### src/sv/brr_pkg.sv
`timescale 1ns / 1ps
// ----------------------------------------------------------------------------
// brr_pkg
// Shared types and opcode constants for the branch resolver.
// ----------------------------------------------------------------------------
package brr_pkg;

    localparam int DataW = 64;
    localparam int InstW = 32;
    localparam int RegW  = 5;

    typedef logic [DataW-1:0] t_data;
    typedef logic [InstW-1:0] t_inst;
    typedef logic [RegW-1:0]  t_reg_idx;
    typedef logic [6:0]       t_opcode;
    typedef logic [2:0]       t_funct3;

    localparam t_opcode OPC_BRANCH = 7'h63;
    localparam t_opcode OPC_JAL    = 7'h6f;
    localparam t_opcode OPC_JALR   = 7'h67;

    localparam t_funct3 F3_BEQ  = 3'd0;
    localparam t_funct3 F3_BNE  = 3'd1;
    localparam t_funct3 F3_BLT  = 3'd4;
    localparam t_funct3 F3_BGE  = 3'd5;
    localparam t_funct3 F3_BLTU = 3'd6;
    localparam t_funct3 F3_BGEU = 3'd7;
    localparam t_funct3 F3_JALR = 3'd0;

    localparam t_reg_idx REG_ZERO = 5'd0;

    typedef struct packed {
        t_inst    instruction;
        t_data    pc_value;
        t_data    rs1_file_value;
        t_data    rs2_file_value;
        logic     exe_fwd_valid;
        t_reg_idx exe_fwd_reg;
        t_data    exe_fwd_value;
        logic     wb_fwd_valid;
        t_reg_idx wb_fwd_reg;
        t_data    wb_fwd_value;
    } t_req;

    typedef struct packed {
        logic  is_control;
        logic  resolved;
        logic  taken;
        t_data target;
    } t_rsp;

endpackage

### src/sv/brr_if.sv
`timescale 1ns / 1ps
// ----------------------------------------------------------------------------
// brr_if
// Valid/ready channels for branch requests and resolution results.
// ----------------------------------------------------------------------------
interface brr_req_if;
    logic          valid;
    logic          ready;
    brr_pkg::t_req payload;

    modport source (output valid, output payload, input ready);
    modport sink   (input valid, input payload, output ready);
endinterface

interface brr_rsp_if;
    logic          valid;
    logic          ready;
    brr_pkg::t_rsp payload;

    modport source (output valid, output payload, input ready);
    modport sink   (input valid, input payload, output ready);
endinterface

### src/sv/riscv_branch_resolver.sv
`timescale 1ns / 1ps
// ----------------------------------------------------------------------------
// riscv_branch_resolver
// Resolves RV32/RV64 branch, JAL and JALR outcome and next pc.
// ----------------------------------------------------------------------------
// Usage:
//   i_req carries one request per handshake: instruction word, pc, the two
//   register file values and one bypass slot each from EXE and WB. o_rsp
//   carries one result per request: is_control, resolved, taken, target.
//   A request passes from accept to result valid through one input
//   register stage, then decode, bypass select, compare and four adders,
//   then the result register. Throughput is one request per cycle while
//   ready is high. A stalled o_rsp holds its result; the input stage still
//   takes a new request while it is empty, so ready drops only when both
//   stages are full and the receiver stalls. Reset empties both stages; no
//   result is shown until a request enters. XLEN sets the operand width;
//   target is zero-extended to 64 bits.
// ----------------------------------------------------------------------------
module riscv_branch_resolver #(
    parameter int XLEN = 64
) (
    input  logic       i_clk,
    input  logic       i_rst_n,
    brr_req_if.sink    i_req,
    brr_rsp_if.source  o_rsp
);

    logic          r_s1_valid;
    logic          n_s1_valid;
    brr_pkg::t_req r_s1_req;
    logic          r_s2_valid;
    logic          n_s2_valid;
    brr_pkg::t_rsp r_s2_rsp;
    brr_pkg::t_rsp n_s2_rsp;
    logic          s1_open;
    logic          s2_open;

    assign s2_open = !r_s2_valid || o_rsp.ready;
    assign s1_open = !r_s1_valid || s2_open;

    assign i_req.ready   = s1_open;
    assign o_rsp.valid   = r_s2_valid;
    assign o_rsp.payload = r_s2_rsp;

    brr_resolve #(.XLEN(XLEN)) u_resolve (
        .i_req (r_s1_req),
        .o_rsp (n_s2_rsp)
    );

    always_comb begin
        n_s1_valid = s1_open ? i_req.valid : r_s1_valid;
        n_s2_valid = s2_open ? r_s1_valid : r_s2_valid;
    end

    always_ff @(posedge i_clk) begin
        if (!i_rst_n) begin
            r_s1_valid <= 1'b0;
            r_s2_valid <= 1'b0;
        end else begin
            r_s1_valid <= n_s1_valid;
            r_s2_valid <= n_s2_valid;
        end
    end

    always_ff @(posedge i_clk) begin
        if (s1_open && i_req.valid) begin
            r_s1_req <= i_req.payload;
        end
        if (s2_open && r_s1_valid) begin
            r_s2_rsp <= n_s2_rsp;
        end
    end

endmodule

### src/sv/brr_operand.sv
`timescale 1ns / 1ps
// ----------------------------------------------------------------------------
// brr_operand
// Source operand select: x0, then EXE bypass, then WB bypass, then file.
// ----------------------------------------------------------------------------
module brr_operand #(
    parameter int XLEN = 64
) (
    input  brr_pkg::t_reg_idx i_src,
    input  brr_pkg::t_data    i_file_value,
    input  brr_pkg::t_req     i_req,
    output logic [XLEN-1:0]   o_value
);

    always_comb begin
        if (i_src == brr_pkg::REG_ZERO) begin
            o_value = '0;
        end else if (i_req.exe_fwd_valid && i_req.exe_fwd_reg == i_src) begin
            o_value = i_req.exe_fwd_value[XLEN-1:0];
        end else if (i_req.wb_fwd_valid && i_req.wb_fwd_reg == i_src) begin
            o_value = i_req.wb_fwd_value[XLEN-1:0];
        end else begin
            o_value = i_file_value[XLEN-1:0];
        end
    end

endmodule

### src/sv/brr_resolve.sv
`timescale 1ns / 1ps
// ----------------------------------------------------------------------------
// brr_resolve
// Decode, operand compare and target adders for one control instruction.
// ----------------------------------------------------------------------------
module brr_resolve #(
    parameter int XLEN = 64
) (
    input  brr_pkg::t_req i_req,
    output brr_pkg::t_rsp o_rsp
);

    brr_pkg::t_inst     inst;
    brr_pkg::t_opcode   opc;
    brr_pkg::t_funct3   f3;
    logic [XLEN-1:0]    op_a;
    logic [XLEN-1:0]    op_b;
    logic [XLEN-1:0]    pc;
    logic [XLEN-1:0]    imm_b;
    logic [XLEN-1:0]    imm_j;
    logic [XLEN-1:0]    imm_i;
    logic [XLEN-1:0]    pc_seq;
    logic [XLEN-1:0]    br_tgt;
    logic [XLEN-1:0]    jal_tgt;
    logic [XLEN-1:0]    jalr_sum;
    logic               eq;
    logic               lt_s;
    logic               lt_u;
    logic               br_taken;
    logic               br_ok;

    assign inst = i_req.instruction;
    assign opc  = inst[6:0];
    assign f3   = inst[14:12];
    assign pc   = i_req.pc_value[XLEN-1:0];

    brr_operand #(.XLEN(XLEN)) u_op_a (
        .i_src        (inst[19:15]),
        .i_file_value (i_req.rs1_file_value),
        .i_req        (i_req),
        .o_value      (op_a)
    );

    brr_operand #(.XLEN(XLEN)) u_op_b (
        .i_src        (inst[24:20]),
        .i_file_value (i_req.rs2_file_value),
        .i_req        (i_req),
        .o_value      (op_b)
    );

    assign imm_b = {{(XLEN-13){inst[31]}}, inst[31], inst[7], inst[30:25], inst[11:8], 1'b0};
    assign imm_j = {{(XLEN-21){inst[31]}}, inst[31], inst[19:12], inst[20], inst[30:21], 1'b0};
    assign imm_i = {{(XLEN-12){inst[31]}}, inst[31:20]};

    assign pc_seq   = pc + XLEN'(4);
    assign br_tgt   = pc + imm_b;
    assign jal_tgt  = pc + imm_j;
    assign jalr_sum = op_a + imm_i;

    assign eq   = (op_a == op_b);
    assign lt_s = ($signed(op_a) < $signed(op_b));
    assign lt_u = (op_a < op_b);

    always_comb begin
        br_ok = 1'b1;
        case (f3)
            brr_pkg::F3_BEQ:  br_taken = eq;
            brr_pkg::F3_BNE:  br_taken = !eq;
            brr_pkg::F3_BLT:  br_taken = lt_s;
            brr_pkg::F3_BGE:  br_taken = !lt_s;
            brr_pkg::F3_BLTU: br_taken = lt_u;
            brr_pkg::F3_BGEU: br_taken = !lt_u;
            default: begin
                br_taken = 1'b0;
                br_ok    = 1'b0;
            end
        endcase
    end

    always_comb begin
        o_rsp = '0;
        case (opc)
            brr_pkg::OPC_BRANCH: begin
                o_rsp.is_control = 1'b1;
                if (br_ok) begin
                    o_rsp.resolved = 1'b1;
                    o_rsp.taken    = br_taken;
                    o_rsp.target   = brr_pkg::t_data'(br_taken ? br_tgt : pc_seq);
                end
            end
            brr_pkg::OPC_JAL: begin
                o_rsp.is_control = 1'b1;
                o_rsp.resolved   = 1'b1;
                o_rsp.taken      = 1'b1;
                o_rsp.target     = brr_pkg::t_data'(jal_tgt);
            end
            brr_pkg::OPC_JALR: begin
                o_rsp.is_control = 1'b1;
                if (f3 == brr_pkg::F3_JALR) begin
                    o_rsp.resolved = 1'b1;
                    o_rsp.taken    = 1'b1;
                    o_rsp.target   = brr_pkg::t_data'({jalr_sum[XLEN-1:1], 1'b0});
                end
            end
            default: o_rsp = '0;
        endcase
    end

endmodule

### src/flat_wrapper.sv
// flat-port wrapper written by rule: the top's interface ports become plain ports
module riscv_branch_resolver_flat 
#(
    parameter int XLEN = 64
)
  (i_clk, i_rst_n, i_req_valid, i_req_payload, i_req_ready, o_rsp_valid, o_rsp_payload, o_rsp_ready);
  brr_req_if i_req_i ();
  brr_rsp_if o_rsp_i ();
  input  logic i_clk;
  input  logic i_rst_n;
  input wire logic [$bits(i_req_i.valid)-1:0] i_req_valid;
  input wire logic [$bits(i_req_i.payload)-1:0] i_req_payload;
  output wire logic [$bits(i_req_i.ready)-1:0] i_req_ready;
  output wire logic [$bits(o_rsp_i.valid)-1:0] o_rsp_valid;
  output wire logic [$bits(o_rsp_i.payload)-1:0] o_rsp_payload;
  input wire logic [$bits(o_rsp_i.ready)-1:0] o_rsp_ready;
  assign i_req_i.valid = i_req_valid;
  assign i_req_i.payload = i_req_payload;
  assign i_req_ready = i_req_i.ready;
  assign o_rsp_valid = o_rsp_i.valid;
  assign o_rsp_payload = o_rsp_i.payload;
  assign o_rsp_i.ready = o_rsp_ready;
  riscv_branch_resolver #(.XLEN(XLEN)) u_core (.i_clk(i_clk), .i_rst_n(i_rst_n), .i_req(i_req_i), .o_rsp(o_rsp_i));
endmodule
### config.mk
export PLATFORM = sky130hd
export DESIGN_NAME = riscv_branch_resolver_flat
export DESIGN_NICKNAME = d
export VERILOG_FILES = /design/src/sv/brr_pkg.sv /design/src/sv/brr_if.sv /design/src/sv/riscv_branch_resolver.sv /design/src/sv/brr_operand.sv /design/src/sv/brr_resolve.sv /design/src/flat_wrapper.sv
export SDC_FILE = /design/constraint.sdc
export NUM_CORES = 1
export LEC_CHECK = 0
export BUFFER_PORTS_ARGS = -buffer_cell sky130_fd_sc_hd__buf_2
export CORE_MARGIN = 2
export CORE_UTILIZATION = 45
export CTS_CLUSTER_SIZE = 24
export DETAILED_ROUTE_END_ITERATION = 8
export PLACE_DENSITY = 0.7
export SLEW_MARGIN = 20
export SYNTH_ARGS = -nofsm -noshare
export SYNTH_HDL_FRONTEND = slang
export SYNTH_SLANG_ARGS = --single-unit
### constraint.sdc
create_clock -name i_clk -period 16.27 [get_ports i_clk]
set_input_delay 1.627 -clock i_clk [delete_from_list [all_inputs] [get_ports i_clk]]
set_output_delay 1.627 -clock i_clk [all_outputs]
set_load 0.01 [all_outputs]
==> qor.yml <==
drt:
  drtIter0Drc: 2638
  ant_nets: 0
  firstDrtPassIters: 6
  drc: 0
  num_vias: 25343
  via_per_inst: 6.09
  wl_per_cell_um: 23.9
  routed_wl_mm: 99.4
yosys:
  yosysMostFrequentCell: "edfxtp_1"
  yosys_warnings: 0
  ys_seq_area_share_pct: 44.0
  synth-simple-area-share_pct: 12.1
  yosysTopAreaCell: "edfxtp_1"
  ys_types: 80
  synth_seq_cells: 433
  synthXorXnorAreaFrac_pct: 7.44
  synth-edff-count: 431
  synth_top_area_share_pct: 43.8
  synth_mux_area_share_pct: 4.82
  synthAdderAreaFrac_pct: 8.76
  synth_area_um2: 29500
  synthCells: 2929
  synth-main-ff-cell: "edfxtp_1"
  postSynth.asyncResetShare_pct: 0
  synth-compound-area-share_pct: 20.0
  yosys-top-cells-area: "edfxtp_1 (44%), ha_1 (8.6%), mux2i_1 (4.8%)"
  postSynthAreaPerCell_um2: 10.1
  synth_common_cells: "edfxtp_1 (431), nand2_1 (264), a21oi_1 (234)"
  syn_nets: 3502
  synth_top_family_by_area: "compound AO/OA/AOI/OAI gates"
timing:
  drv_slew: 0
  rsz0062_at_grt: "false"
  worst_pin_slew_ns: 1.07
  fin_ws_ns: 8.36
  fin_skew_ns: 0.0228
  worst_hold_slack_ns: 0.543
  setup_viol: 0
  hold_viol: 0
  relSlewSlack_pct: 29.0
  fin_crit_sh_pct: 48.6
  max_freq_mhz: 126
  period_minus_slack_ns: 7.91
  setup_tns_ns: 0
worst_setup_path:
  r2r-end: "u_core.o_rsp.payload[63]"
  crit_type: "flop to flop"
  cp_max_fo: 65
  critical_path_arrival_ns: 8.23
  cp-end-kind: "flop"
  regToRegSetupSlack_ns: 8.36
  crit_end: "u_core.o_rsp.payload[63]"
  rr_worst_depth: 19
  cp.required_ns: 16.59
  worst_setup_path_start_kind: "flop"
  worstSetupStartpoint: "u_core.r_s1_req[347]"
  reg2reg_from: "u_core.r_s1_req[347]"
power:
  powerDensity_nw_per_um2: 96.2
  vdd_drop_max_uv: 93.5
  p_leak_nw: 13.2
  power_mw: 3.27
min_path:
  hold_class: "flop to flop"
global_routing:
  grt_usage_pct: 28.4
  antenna_found_initial: 2
  overflow: 0
  grt_pass1_vias: 24195
  grt_pass1_wl_mm: 147
  grt_max_degree: 153
outcome:
  status: "completed"
finish:
  fill_cells: 5914
  fin_nets: 3843
  fin_util_pct: 52.6
  syn2layout_area_growth_pct: 15.2
  multi_input_comb_area_um2: 15800
  drive_above_1_share_pct: 17.5
  seq_area_um2: 13000
clock_network:
  cts.sinks: 433
  htreeDepth: 2
  clock_path_buffers: 3
  clk_pin_slew_ns: 0.07
  cts_buffers: 48
  postCtsSetupBuffers: 0
  insertion_delay_ns: 0.62
  tritoncts: "yes"
  cts-root-buf: "clkbuf_16"
  cts_hold_buf: 0
  cts_resized: 0
floorplan:
  num_rows: 93
  dieHeight_um: 260
  die_area_um2: 67700
  core-area_um2: 64700
  initial_core_util_pct: 45.6
  boundaryPins: 437
  die_x_um: 260
placement:
  gp_congestion: 0.987
  hpwl_mm: 77.0
  pre_cts_ws_ns: 8.53
  io_buffers: 436
flow_run:
  cap_viol_max_count: 0
area by class of cell:
cell class,instances,share of cell area (%)
clock inverters,32,1.11
clock buffers,55,3.67
flip-flops and latches,433,38.2
well taps,855,3.15
diodes,1,0.00736
inverters,51,0.563
multi-input cells,2275,46.3
repair buffers,461,7.00
worst min path at each step:
stage                           start                  to  slack, ns  depth (start not counted)
floorplan           u_core.r_s1_valid  u_core.o_rsp.valid       0.48                          1
global placement    u_core.r_s1_valid  u_core.o_rsp.valid       0.52                          1
detailed placement  u_core.r_s1_valid  u_core.o_rsp.valid       0.53                          1
CTS                 u_core.r_s1_valid  u_core.o_rsp.valid       0.55                          1
global route        u_core.r_s1_valid  u_core.o_rsp.valid       0.58                          1
finish              u_core.r_s1_valid  u_core.o_rsp.valid       0.54                          1
sequential cells by signal (all words and copies together), names as in the netlist:
register,cells
u_core.o_rsp.valid,1
u_core.o_rsp.payload,67
u_core.r_s1_req,364
u_core.r_s1_valid,1
where the power goes:
group	internal, mW	total (mW)	switching (mW)
logic	0.291	0.788	0.497
registers	1.30	1.35	0.0495
clock network	0.653	1.13	0.481
total	2.25	3.27	1.03
worst max-delay path, cell delays in order (launching register included):
cell	delay, ns
edfxtp_1	0.50
xor2_1	0.19
nor4_1	0.58
and3_4	0.40
buf_4	0.77
mux2i_1	0.17
a211oi_1	0.40
ha_1	0.32
a21o_1	0.19
a21o_1	0.17
a221o_1	0.29
a2111o_1	0.41
a211o_1	0.35
o21ai_0	0.21
a32o_2	0.77
buf_4	0.69
inv_1	0.48
mux2i_1	0.32
xnor2_1	0.14
o221ai_1	0.14
logic make-up (layout without fill, tap and decap cells):
logic type / after synthesis / in the layout
xor+xnor: 251 / 251
other cells: 0 / 1
mux: 142 / 142
flops: 433 / 433
simple gates: 770 / 770
fa+ha+maj: 205 / 205
compound gates: 907 / 907
buf+inv: 221 / 599
per-stage QoR:
stage / cell area, um2 / cells
finish: 34000 / 4163
global route: 34000 / 4163
CTS: 34000 / 4162
detailed placement: 32400 / 4075
global placement: 32400 / 4075
floorplan: 29500 / 2929
cell usage in the layout, fill, tap and decap left out, types with 11 or more instances in the layout:
cell type / count
o221ai_1: 20
xnor2_1: 148
xor2_1: 103
o21bai_1: 17
a22oi_1: 28
nand4_1: 78
o211ai_1: 87
a221oi_1: 13
mux2i_1: 141
nand3_1: 66
nand2_1: 262
o21ai_0: 185
nor2_1: 213
ha_1: 202
clkbuf_16: 49
edfxtp_1: 431
nand2b_1: 13
nor4_1: 12
a21oi_1: 234
nor2b_1: 12
o31ai_1: 11
a31oi_1: 23
buf_4: 24
buf_2: 436
and3_1: 25
a211oi_1: 85
a221o_1: 11
inv_1: 51
and2_1: 13
a21o_1: 94
o21a_1: 19
nor3_1: 24
routing by layer:
layer / track usage [%] / wire length, um
met5: 0 / 2
met4: 8.71 / 2900
met2: 43.8 / 43900
met1: 41.5 / 44700
met3: 3.96 / 7880
No activity file was read; power rests on OpenSTA's default activity.
